$ cat config.mk
export PLATFORM = sky130hd
export DESIGN_NAME = ascii_bytecode_register_machine
export DESIGN_NICKNAME = d
export VERILOG_FILES = /design/src/rtl/abrm_pkg.sv /design/src/rtl/ascii_bytecode_register_machine.sv /design/src/rtl/abrm_decode.sv /design/src/rtl/abrm_regfile.sv
export SDC_FILE = /design/constraint.sdc
export NUM_CORES = 1
export LEC_CHECK = 0
export BUFFER_PORTS_ARGS = -buffer_cell sky130_fd_sc_hd__buf_2
export CORE_UTILIZATION = 30
export CTS_CLUSTER_SIZE = 8
export DETAILED_ROUTE_END_ITERATION = 12
export PLACE_DENSITY_LB_ADDON = 0.1
export SYNTH_ARGS = -nofsm -noshare
export SYNTH_HDL_FRONTEND = slang
export SYNTH_HIERARCHICAL = 1
export SYNTH_SLANG_ARGS = --single-unit
export TNS_END_PERCENT = 1
$ cat constraint.sdc
create_clock -name clock -period 9.2 [get_ports clock]
set_input_delay 1.84 -clock clock [delete_from_list [all_inputs] [get_ports clock]]
set_output_delay 1.84 -clock clock [all_outputs]
set_load 0.005 [all_outputs]
$ cat src/rtl/abrm_pkg.sv
`default_nettype none
// ----------------------------------------------------------------------------
// abrm_pkg
// Shared types, opcode characters and sizing for the ASCII bytecode machine.
// ----------------------------------------------------------------------------
package abrm_pkg;

   localparam int MEM_BYTES    = 4096;
   localparam int NUM_REGS     = 8;
   localparam int OUT_REGS     = 8;
   localparam int DATA_W       = 32;
   localparam int BYTE_W       = 8;
   localparam int BYTE_COUNT_W = 13;
   localparam int PC_W         = $clog2(MEM_BYTES + 1);
   localparam int REG_IDX_W    = (NUM_REGS > 1) ? $clog2(NUM_REGS) : 1;

   localparam logic [DATA_W-1:0] HASH_MUL = 32'd2654435761;

   // opcode and operand characters
   localparam logic [BYTE_W-1:0] CH_NOP  = 8'h4E; // 'N'
   localparam logic [BYTE_W-1:0] CH_HALT = 8'h48; // 'H'
   localparam logic [BYTE_W-1:0] CH_MOVE = 8'h4D; // 'M'
   localparam logic [BYTE_W-1:0] CH_ADD  = 8'h41; // 'A'
   localparam logic [BYTE_W-1:0] CH_HASH = 8'h23; // '#'
   localparam logic [BYTE_W-1:0] CH_ZERO = 8'h30; // '0'

   localparam logic CMD_START = 1'b0;
   localparam logic CMD_BYTE  = 1'b1;

   typedef enum logic [1:0] {
      ST_READY   = 2'd0,
      ST_RUNNING = 2'd1,
      ST_HALTED  = 2'd2,
      ST_ERROR   = 2'd3
   } status_type;

   typedef enum logic [1:0] {
      PH_OPCODE = 2'd0,
      PH_OPND1  = 2'd1,
      PH_OPND2  = 2'd2
   } phase_type;

   typedef enum logic [1:0] {
      OP_MOVE = 2'd0,
      OP_ADD  = 2'd1,
      OP_HASH = 2'd2
   } op_type;

   // register file command from the decoder
   typedef struct packed {
      logic                 clear;
      logic                 we;
      op_type               op;
      logic [REG_IDX_W-1:0] dst;
      logic [REG_IDX_W-1:0] src;
      logic [PC_W-1:0]      pc;
   } wr_type;

   function automatic logic digit_ok(input logic [BYTE_W-1:0] ch);
      logic [BYTE_W-1:0] d;
      d = ch - CH_ZERO;
      return (ch >= CH_ZERO) && (d < BYTE_W'(NUM_REGS));
   endfunction

   function automatic logic [REG_IDX_W-1:0] digit_idx(input logic [BYTE_W-1:0] ch);
      logic [BYTE_W-1:0] d;
      d = ch - CH_ZERO;
      return d[REG_IDX_W-1:0];
   endfunction

endpackage
`default_nettype wire

$ cat src/rtl/ascii_bytecode_register_machine.sv
`default_nettype none
// ----------------------------------------------------------------------------
// ascii_bytecode_register_machine
// Runs a jump-free ASCII bytecode, one program byte per transfer.
// ----------------------------------------------------------------------------
// Usage:
//   req_ channel: one transfer per program byte (req_command = 1) or a start
//   command (req_command = 0) that clears registers, counter and status.
//   rsp_ channel: exactly one transfer per request, carrying the machine
//   status, byte count and all eight registers as they stand after it.
//   A request in the input register executes once the response slot is free,
//   loading its response. Throughput: one transfer per cycle unless stalled.
//   The request is held in an input register; the architectural state
//   (registers, counter, status) is itself the response register, since it
//   only changes when a new response is loaded.
//   A stalled response holds; the next request is then still taken into the
//   input register, and req_stall rises only once that register is full.
//   Reset: synchronous, active high; both channels empty, machine ready,
//   registers zero. Execution per byte is at most one 32x32 multiply or one add.
// ----------------------------------------------------------------------------
module ascii_bytecode_register_machine (
   input  wire logic        clock,
   input  wire logic        reset,
   input  wire logic        req_valid,
   output logic             req_stall,
   input  wire logic        req_command,
   input  wire logic [7:0]  req_program_byte,
   output logic             rsp_valid,
   input  wire logic        rsp_stall,
   output logic [1:0]       rsp_run_status,
   output logic [12:0]      rsp_byte_count,
   output logic [31:0]      rsp_reg_zero,
   output logic [31:0]      rsp_reg_one,
   output logic [31:0]      rsp_reg_two,
   output logic [31:0]      rsp_reg_three,
   output logic [31:0]      rsp_reg_four,
   output logic [31:0]      rsp_reg_five,
   output logic [31:0]      rsp_reg_six,
   output logic [31:0]      rsp_reg_seven
);

   // input register
   logic                          in_valid_ff, in_valid_in;
   logic                          in_cmd_ff;
   logic [abrm_pkg::BYTE_W-1:0]   in_byte_ff;
   logic                          rsp_valid_ff, rsp_valid_in;
   logic                          fire;

   abrm_pkg::status_type          status;
   logic [abrm_pkg::PC_W-1:0]     pc;
   abrm_pkg::wr_type              wr;
   logic [abrm_pkg::DATA_W-1:0]   reg_out [abrm_pkg::OUT_REGS];

   // execute when the response slot is free or being emptied this cycle
   assign fire         = in_valid_ff && (!rsp_valid_ff || !rsp_stall);
   assign req_stall    = in_valid_ff && !fire;
   assign in_valid_in  = req_stall ? 1'b1 : req_valid;
   assign rsp_valid_in = fire || (rsp_valid_ff && rsp_stall);

   always_ff @(posedge clock) begin
      if (reset) begin
         in_valid_ff  <= 1'b0;
         rsp_valid_ff <= 1'b0;
      end else begin
         in_valid_ff  <= in_valid_in;
         rsp_valid_ff <= rsp_valid_in;
      end
   end

   // payload loads whenever the input register can take a transfer
   always_ff @(posedge clock) begin
      if (!req_stall) begin
         in_cmd_ff  <= req_command;
         in_byte_ff <= req_program_byte;
      end
   end

   abrm_decode u_decode (
      .clock  (clock),
      .reset  (reset),
      .fire   (fire),
      .cmd    (in_cmd_ff),
      .pbyte  (in_byte_ff),
      .status (status),
      .pc     (pc),
      .wr     (wr)
   );

   abrm_regfile u_regfile (
      .clock   (clock),
      .reset   (reset),
      .wr      (wr),
      .reg_out (reg_out)
   );

   assign rsp_valid      = rsp_valid_ff;
   assign rsp_run_status = status;
   assign rsp_byte_count = abrm_pkg::BYTE_COUNT_W'(pc);
   assign rsp_reg_zero   = reg_out[0];
   assign rsp_reg_one    = reg_out[1];
   assign rsp_reg_two    = reg_out[2];
   assign rsp_reg_three  = reg_out[3];
   assign rsp_reg_four   = reg_out[4];
   assign rsp_reg_five   = reg_out[5];
   assign rsp_reg_six    = reg_out[6];
   assign rsp_reg_seven  = reg_out[7];

   // ------------------------------------------------------------------------
   // assertions
   // ------------------------------------------------------------------------

   // a start command leaves the machine cleared
   a_start_clears : assert property (@(posedge clock) disable iff (reset)
      fire && (in_cmd_ff == abrm_pkg::CMD_START) |=>
         (rsp_run_status == abrm_pkg::ST_READY) && (rsp_byte_count == '0) &&
         (rsp_reg_zero == '0) && (rsp_reg_seven == '0))
      else $error("start command did not clear the machine");

   // halted or failed machine ignores program bytes
   a_stopped_frozen : assert property (@(posedge clock) disable iff (reset)
      fire && (in_cmd_ff == abrm_pkg::CMD_BYTE) &&
      ((rsp_run_status == abrm_pkg::ST_HALTED) || (rsp_run_status == abrm_pkg::ST_ERROR)) |=>
         $stable(rsp_run_status) && $stable(rsp_byte_count) &&
         $stable(rsp_reg_zero) && $stable(rsp_reg_one))
      else $error("stopped machine changed state");

   // a ready machine has consumed nothing
   a_ready_no_count : assert property (@(posedge clock)
      (rsp_run_status == abrm_pkg::ST_READY) |-> (rsp_byte_count == '0))
      else $error("ready machine with nonzero byte count");

   // state moves only with a new response
   a_state_with_rsp : assert property (@(posedge clock) disable iff (reset)
      !fire |=> $stable(rsp_byte_count) && $stable(rsp_run_status) && $stable(rsp_reg_two))
      else $error("state changed without a response");

endmodule
`default_nettype wire

$ cat src/rtl/abrm_decode.sv
`default_nettype none
// ----------------------------------------------------------------------------
// abrm_decode
// Byte decoder: status, program counter, decode phase and pending operation.
// ----------------------------------------------------------------------------
module abrm_decode (
   input  wire logic                          clock,
   input  wire logic                          reset,
   input  wire logic                          fire,
   input  wire logic                          cmd,
   input  wire logic [abrm_pkg::BYTE_W-1:0]   pbyte,
   output abrm_pkg::status_type               status,
   output logic      [abrm_pkg::PC_W-1:0]     pc,
   output abrm_pkg::wr_type                   wr
);

   abrm_pkg::status_type              status_ff, status_in;
   abrm_pkg::phase_type               phase_ff, phase_in;
   abrm_pkg::op_type                  pending_ff, pending_in;
   logic [abrm_pkg::BYTE_W-1:0]       dest_ff, dest_in;
   logic [abrm_pkg::PC_W-1:0]         pc_ff, pc_in;

   logic [abrm_pkg::PC_W-1:0] pc_inc;
   logic                      active;
   logic                      at_end;
   logic                      byte_ok;
   logic                      dest_ok;

   assign pc_inc  = pc_ff + abrm_pkg::PC_W'(1);
   assign active  = (status_ff != abrm_pkg::ST_HALTED) && (status_ff != abrm_pkg::ST_ERROR);
   assign at_end  = (pc_ff >= abrm_pkg::PC_W'(abrm_pkg::MEM_BYTES));
   assign byte_ok = abrm_pkg::digit_ok(pbyte);
   assign dest_ok = abrm_pkg::digit_ok(dest_ff);

   // next state
   always_comb begin
      status_in  = status_ff;
      phase_in   = phase_ff;
      pending_in = pending_ff;
      dest_in    = dest_ff;
      pc_in      = pc_ff;
      if (fire) begin
         if (cmd == abrm_pkg::CMD_START) begin
            status_in  = abrm_pkg::ST_READY;
            phase_in   = abrm_pkg::PH_OPCODE;
            pending_in = abrm_pkg::OP_MOVE;
            dest_in    = '0;
            pc_in      = '0;
         end else if (active) begin
            status_in = abrm_pkg::ST_RUNNING;
            if (at_end) begin
               status_in = (phase_ff == abrm_pkg::PH_OPCODE) ? abrm_pkg::ST_HALTED
                                                             : abrm_pkg::ST_ERROR;
            end else begin
               pc_in = pc_inc;
               case (phase_ff)
                  abrm_pkg::PH_OPCODE: begin
                     case (pbyte)
                        abrm_pkg::CH_NOP: ;
                        abrm_pkg::CH_HALT: status_in = abrm_pkg::ST_HALTED;
                        abrm_pkg::CH_MOVE: begin
                           pending_in = abrm_pkg::OP_MOVE;
                           phase_in   = abrm_pkg::PH_OPND1;
                        end
                        abrm_pkg::CH_ADD: begin
                           pending_in = abrm_pkg::OP_ADD;
                           phase_in   = abrm_pkg::PH_OPND1;
                        end
                        abrm_pkg::CH_HASH: begin
                           pending_in = abrm_pkg::OP_HASH;
                           phase_in   = abrm_pkg::PH_OPND1;
                        end
                        default: status_in = abrm_pkg::ST_ERROR;
                     endcase
                  end
                  abrm_pkg::PH_OPND1: begin
                     if (pending_ff == abrm_pkg::OP_HASH) begin
                        phase_in = abrm_pkg::PH_OPCODE;
                        if (!byte_ok) status_in = abrm_pkg::ST_ERROR;
                     end else begin
                        dest_in  = pbyte;
                        phase_in = abrm_pkg::PH_OPND2;
                     end
                  end
                  abrm_pkg::PH_OPND2: begin
                     phase_in = abrm_pkg::PH_OPCODE;
                     if (!dest_ok || !byte_ok) status_in = abrm_pkg::ST_ERROR;
                  end
                  default: phase_in = abrm_pkg::PH_OPCODE;
               endcase
               // running off the end of program memory
               if ((pc_in >= abrm_pkg::PC_W'(abrm_pkg::MEM_BYTES)) &&
                   (status_in == abrm_pkg::ST_RUNNING)) begin
                  status_in = (phase_in == abrm_pkg::PH_OPCODE) ? abrm_pkg::ST_HALTED
                                                                : abrm_pkg::ST_ERROR;
               end
            end
         end
      end
   end

   // register file command
   always_comb begin
      logic consume;
      consume  = fire && (cmd == abrm_pkg::CMD_BYTE) && active && !at_end;
      wr.clear = fire && (cmd == abrm_pkg::CMD_START);
      wr.op    = pending_ff;
      wr.src   = abrm_pkg::digit_idx(pbyte);
      wr.pc    = pc_inc;
      if (phase_ff == abrm_pkg::PH_OPND1) begin
         wr.dst = abrm_pkg::digit_idx(pbyte);
         wr.we  = consume && (pending_ff == abrm_pkg::OP_HASH) && byte_ok;
      end else begin
         wr.dst = abrm_pkg::digit_idx(dest_ff);
         wr.we  = consume && (phase_ff == abrm_pkg::PH_OPND2) && dest_ok && byte_ok;
      end
   end

   always_ff @(posedge clock) begin
      if (reset) begin
         status_ff  <= abrm_pkg::ST_READY;
         phase_ff   <= abrm_pkg::PH_OPCODE;
         pending_ff <= abrm_pkg::OP_MOVE;
         dest_ff    <= '0;
         pc_ff      <= '0;
      end else begin
         status_ff  <= status_in;
         phase_ff   <= phase_in;
         pending_ff <= pending_in;
         dest_ff    <= dest_in;
         pc_ff      <= pc_in;
      end
   end

   assign status = status_ff;
   assign pc     = pc_ff;

endmodule
`default_nettype wire

$ cat src/rtl/abrm_regfile.sv
`default_nettype none
// ----------------------------------------------------------------------------
// abrm_regfile
// Eight 32-bit registers with move, wrapping add and multiplicative hash.
// ----------------------------------------------------------------------------
module abrm_regfile (
   input  wire logic                        clock,
   input  wire logic                        reset,
   input  wire abrm_pkg::wr_type            wr,
   output logic [abrm_pkg::DATA_W-1:0]      reg_out [abrm_pkg::OUT_REGS]
);

   logic [abrm_pkg::DATA_W-1:0] regs_ff [abrm_pkg::NUM_REGS];
   logic [abrm_pkg::DATA_W-1:0] rd_dst;
   logic [abrm_pkg::DATA_W-1:0] rd_src;
   logic [abrm_pkg::DATA_W-1:0] wdata_in;

   assign rd_dst = regs_ff[wr.dst];
   assign rd_src = regs_ff[wr.src];

   always_comb begin
      case (wr.op)
         abrm_pkg::OP_MOVE: wdata_in = rd_src;
         abrm_pkg::OP_ADD:  wdata_in = rd_dst + rd_src;
         abrm_pkg::OP_HASH: wdata_in = abrm_pkg::DATA_W'(rd_dst * abrm_pkg::HASH_MUL)
                                       ^ abrm_pkg::DATA_W'(wr.pc);
         default:           wdata_in = rd_src;
      endcase
   end

   always_ff @(posedge clock) begin
      if (reset || wr.clear) begin
         for (int i = 0; i < abrm_pkg::NUM_REGS; i++) begin
            regs_ff[i] <= '0;
         end
      end else if (wr.we) begin
         regs_ff[wr.dst] <= wdata_in;
      end
   end

   // registers beyond NUM_REGS read as zero
   for (genvar j = 0; j < abrm_pkg::OUT_REGS; j++) begin : g_out
      if (j < abrm_pkg::NUM_REGS) begin : g_live
         assign reg_out[j] = regs_ff[j];
      end else begin : g_none
         assign reg_out[j] = '0;
      end
   end

endmodule
`default_nettype wire

-- Word level (Yosys, flattened, before mapping)
Memory sizes are Yosys's and may differ from the RTL's.
Cells that the tools add are included.
- equality and inequality tests: 18
- magnitude comparators: 6
- multiply operators: 1
- mux-type cells: 50
- bitwise operators: 2
- add/sub/neg operators: 4
- reductions and logical operators: 35
- operators with widths (cell ; number):
    one-hot mux 32 bit (2 select lines) ; 1
    two-way mux 2 bit ; 24
    two-way mux 8 bit ; 5
    two-way mux 13 bit ; 3
    adder 32 bit ; 1
    equality test 8 x 7 -> 1 bit, second input constant ; 4
    multiplier 32 x 32 -> 32 bit, second input constant ; 1
    two-way mux 32 bit ; 1
    OR reduction 32 bit ; 1
    bitwise XOR 32 x 13 -> 32 bit ; 1
    >= comparator 13 bit, second input constant ; 2
    >= comparator 8 x 6 -> 1 bit, second input constant ; 2
    logical AND 1 bit ; 16
    < comparator 8 x 4 -> 1 bit, second input constant ; 2
    subtractor 8 x 6 -> 8 bit, second input constant ; 2
    adder 13 x 1 -> 13 bit, second input constant ; 1
    one-hot mux 2 bit (3 select lines) ; 2
    two-way mux 1 bit ; 10
    AND reduction 5 bit ; 2
    equality test 8 x 6 -> 1 bit, second input constant ; 1
    != test 2 bit, second input constant ; 4
    one-hot mux 2 bit (2 select lines) ; 2
    equality test 2 x 1 -> 1 bit, second input constant ; 3
    zero test 1 bit ; 6
    other kinds (11) ; 19
- bits in registers: 38
- input bits: 13
- word-level logic and storage cells: 126
- memory bits (writable): 256
- memories kept: 1
- memory list (memory ; words ; width ; rd ports ; clocked after Yosys merged registers in ; write ports ; line ; RTL):
    u_regfile.regs_ff ; 8 ; 32 ; 10 ; 0 ; 8 ; abrm_regfile.sv:13 ; logic [abrm_pkg::DATA_W-1:0] regs_ff [abrm_pkg::NUM_REGS];

-- Logic depth before layout (Yosys ltp)
- word-level depth: 17
- gate-level depth with buffers: 39

-- By module
The synthesis kept the hierarchy.
- by module, submodules not included (module ; times used ; area an instance (µm²) ; cells an instance):
    abrm_regfile ; 1 ; 23650.2 ; 2131
    abrm_decode ; 1 ; 1694.1 ; 210
    ascii_bytecode_register_machine ; 1 ; 352.8 ; 18

-- Worst setup path after synthesis
OpenSTA, ideal clock, no wires.
- path kind: flip-flop to flip-flop
- start point: register u_decode.phase_ff[1]
- end point: memory u_regfile/regs_ff[0][27] (netlist name), data pin
- period minus slack after synthesis: 9.639 ns
- cell stages (with the launch flop): 38
- setup time: 0.272 ns
- data required time: 8.928 ns
- data arrival time: 9.367 ns
- slack: -0.439 ns
- cell sequence: dfxtp_1 -> inv_1 -> ha_1 -> mux2_2 -> buf_2 -> buf_2 -> clkbuf_1 -> nand2_1 -> nor2_1 -> clkbuf_1 -> a22oi_1 -> nand4_1 -> inv_1 -> fa_1 -> inv_1 -> fa_1 -> fa_1 -> inv_1 -> (+2 left out) -> fa_1 -> fa_1 -> fa_1 -> inv_1 -> fa_1 -> inv_1 -> ha_1 -> clkbuf_1 -> a21o_1 -> a21o_1 -> a2111oi_0 -> nor3_1 -> a22oi_1 -> a21boi_0 -> or3_1 -> a32o_1 -> mux2i_1 -> nor2_1
- RTL lines (item ; line ; RTL):
    from (decl) ; abrm_decode.sv:18 ; abrm_pkg::phase_type phase_ff, phase_in;
    from (signal assigned) ; abrm_decode.sv:122 ; phase_ff <= abrm_pkg::PH_OPCODE;
    from (signal assigned) ; abrm_decode.sv:128 ; phase_ff <= phase_in;
    to (decl) ; abrm_regfile.sv:13 ;

==> summary.txt <==
Placement
  – IO Port Bufs: 285
  – Placed cells: 3886
  – Final GP Congestion: 0.920
  – Post-DP HPWL: 83.1 mm

Die
  – DIE HEIGHT: 295 µm
  – Initial Util: 30.5%
  – Core area: 84200 µm²
  – I/O pins: 286
  – Die W: 295 µm
  – Num rows: 106
  – Die area: 86800 µm²

Critical path
  – Worst Path Max Fanout: 10
  – Worst Path Buf+Inv: 10
  – Worst reg2reg path startpoint: u_decode/phase_ff[1]
  – Crit path depth: 32
  – Slowest-stage cell, CP: fa_1
  – Crit-path most repeated cell: fa_1
  – Crit path launch: u_decode/phase_ff[1]
  – WP data required: 9490 ps
  – R2R Setup Slk: 280 ps
  – CP top delay family: adder cells
  – Reg-to-reg endpoint: u_regfile/regs_ff[3][24]
  – Slowest stage delay, CP: 580 ps
  – Startpoint types: flip-flop
  – Critical Path End: u_regfile/regs_ff[3][24]
  – Critical Path Sink Type: flip-flop
  – CP Data Arrival Time: 9220 ps
  – Worst Reg-to-Reg Cells: 32
  – Crit Path Class: reg -> reg

Min path
  – HP Class: reg -> reg

Cells and area
  – Layout cells sized above 1: 26.2%
  – Fill cell count: 8353
  – Layout Nets: 3247
  – Layout area overhead: 21.7%
  – Fin cells: 3947
  – Final core occ: 37.1%

Global route
  – Global-route wire length before repair: 155 mm
  – Remaining Overflow, GRT: 0
  – Initial antenna violation count: 1
  – Largest net degree at the start of global routing: 57
  – Number of global-route vias before repair: 21700
  – Total track usage: 24.8%

Timing
  – Unrepaired setup endpoints after global routing: true
  – Slew headroom: 12.9%
  – Worst Tran Pin Value: 1270 ps
  – Final Hold Vio Count: 0
  – Final setup fails: 0
  – Max Freq: 112 MHz
  – Period Utilization, post-route: 97.0%
  – Final Skew: 29.1 ps
  – Final slew viol count: 0
  – Minimum clock period: 8920 ps

Synthesis
  – Ys async rst share: 0%
  – EDFF count, synth: 265
  – Ys flop type: edfxtp_1
  – Syn avg cell area: 10.9 µm²
  – Mapped Cells: 2359
  – Seq cells post-synth: 294
  – Synth unique cells: 81
  – Mapped Area: 25700 µm²
  – Syn_nets: 2802
  – Number of synthesis warnings: 6
  – Sequential area share after synthesis: 33.2%

Detailed routing
  – WL per Instance: 27.2 µm
  – Iter 0 DRT Violations: 1759
  – Drt drc: 0
  – WL final: 107 mm
  – DR pass1 iterations: 8
  – Via count: 20800
  – Vias per inst: 5.27
  – Detail Route Antenna Nets: 0

CTS
  – Num CTS Buffers: 43
  – # clock sinks: 294
  – CTS tree: done
  – CTS root buffer: clkbuf_16
  – Clock-pin slew on the worst setup and hold paths: 50 ps
  – Hold-fix buffers, CTS: 0
  – H-tree level count: 2
  – Skew-Pair Late Insertion Delay: 570 ps
  – CTS Buffer Depth: 3

Status
  – Outcome: finished, final reports clean

Job
  – Max-cap violations: 0
==> cell usage in the layout, fill, tap and decap left out, types with 6 or more instances in the layout <==
cell type,n
a31oi_1,9
o21ai_0,40
nor3_1,27
o221ai_1,14
o21a_1,19
o21ai_1,29
nand2_1,56
mux2i_1,13
mux2_2,36
nor2b_1,13
nand4_1,20
edfxtp_1,265
o21bai_1,7
nor2_2,8
nor2_1,291
buf_12,7
nand3_1,28
ha_1,223
mux4_2,71
fa_1,201
o22ai_1,6
a221oi_1,9
dfxtp_1,29
nand2b_1,8
clkbuf_16,44
buf_2,285
buf_4,213
a21oi_1,65
a21o_1,27
a22oi_1,97
a211oi_1,8
and3_1,6
inv_1,367
xnor2_1,65
nand2_2,8
and4_1,14
o31ai_1,8
a21oi_2,6
xor2_1,36
==> routing by layer <==
metal / vias to the layer above / GRT usage [%] / part of all wire, % / routed length [µm]
met5: - / 0 / 0 / 0
met4: 0 / 5.69 / 2.1 / 2240
met1: 10700 / 34.6 / 45 / 48800
met3: 133 / 3.91 / 6.2 / 6650
li1: 9156 / - / - / -
met2: 772 / 40.0 / 46 / 49800
==> metrics by stage <==
step	setup TNS, ps	setup slack (ps)	cell area, µm²	hold slack [ps]
floorplan	0	13.8	25800	427
global placement	-2390	-156	29900	436
detailed placement	-3310	-186	29900	448
CTS	0	56.2	31100	456
global route	-197	-28.8	31300	478
finish	0	277	31300	459
==> worst reg2reg max path: cells and delay by family (launching register included) <==
kind                     cells  cell delay, ps
adder cells (fa/ha/maj)     10            4080
buffers and inverters       10            1540
AO/OA/AOI/OAI                6            1210
AND/OR/NAND/NOR              4             960
multiplexers                 2             560
flip-flops                   1             300
==> logic make-up after synthesis <==
family	share of synthesized area [%]
simple gates	9.46
buf+inv	7.20
fa+ha+maj	26.9
compound gates	10.7
flops	33.2
mux	8.87
xor+xnor	3.62
==> repair_timing <==
item	4_1_cts	5_1_grt
gates resized for setup	7	37
setup buffers	1	6
endpoints found under the setup margin	30	103
endpoints found under the hold margin	0	0
pin swaps	2	8
==> synthesized netlist by cell type (all sizes together) (13+ instances only) <==
master / instances / share of area, %
a21o: 27 / 0.79
a21oi: 71 / 1.4
a221oi: 14 / 0.59
a22oi: 98 / 2.9
and4: 21 / 0.72
buf: 25 / 0.56
clkbuf: 83 / 1.2
dfxtp: 29 / 2.3
edfxtp: 265 / 31
fa: 205 / 16
ha: 225 / 11
inv: 370 / 5.4
mux2: 39 / 1.7
mux2i: 15 / 0.63
mux4: 74 / 6.5
nand2: 64 / 0.93
nand3: 29 / 0.58
nand4: 20 / 0.49
nor2: 299 / 4.4
nor2b: 13 / 0.32
nor3: 33 / 0.70
o21a: 19 / 0.56
o21ai: 70 / 1.4
o221ai: 15 / 0.51
xnor2: 65 / 2.2
xor2: 36 / 1.2
==> flip-flops by register name (all words and copies together), names as in the netlist <==
signal	count
u_decode/status	2
u_decode/pending_ff	2
in_valid_ff	1
rsp_valid	1
in_byte_ff	8
u_regfile/regs_ff	256
u_decode/pc	13
u_decode/phase_ff	2
in_cmd_ff	1
u_decode/dest_ff	8
==> area by class of cell <==
class	instances	area, µm²	area share, %
antenna	1	2.50	0.00800
clock buffer	48	1120	3.57
clock inverter	5	90.1	0.288
inverter	372	1400	4.48
multi-input combinational	1585	15500	49.6
sequential	294	8540	27.3
tap	1134	1420	4.54
timing repair buffer	508	3200	10.2
==> worst min-delay path by stage <==
stage / start / slack, ps / cells after the start / to
finish: u_decode/dest_ff[5] / 460 / 2 / u_decode/dest_ff[5]
global route: u_decode/dest_ff[5] / 480 / 2 / u_decode/dest_ff[5]
CTS: u_decode/dest_ff[5] / 460 / 2 / u_decode/dest_ff[5]
detailed placement: u_decode/dest_ff[5] / 450 / 2 / u_decode/dest_ff[5]
global placement: u_decode/dest_ff[7] / 440 / 2 / u_decode/dest_ff[7]
floorplan: u_decode/dest_ff[7] / 430 / 2 / u_decode/dest_ff[7]
Power is left out: the tool's default activity adds up to more than one toggle a clock period on the data nets, which glitch-free logic cannot reach.
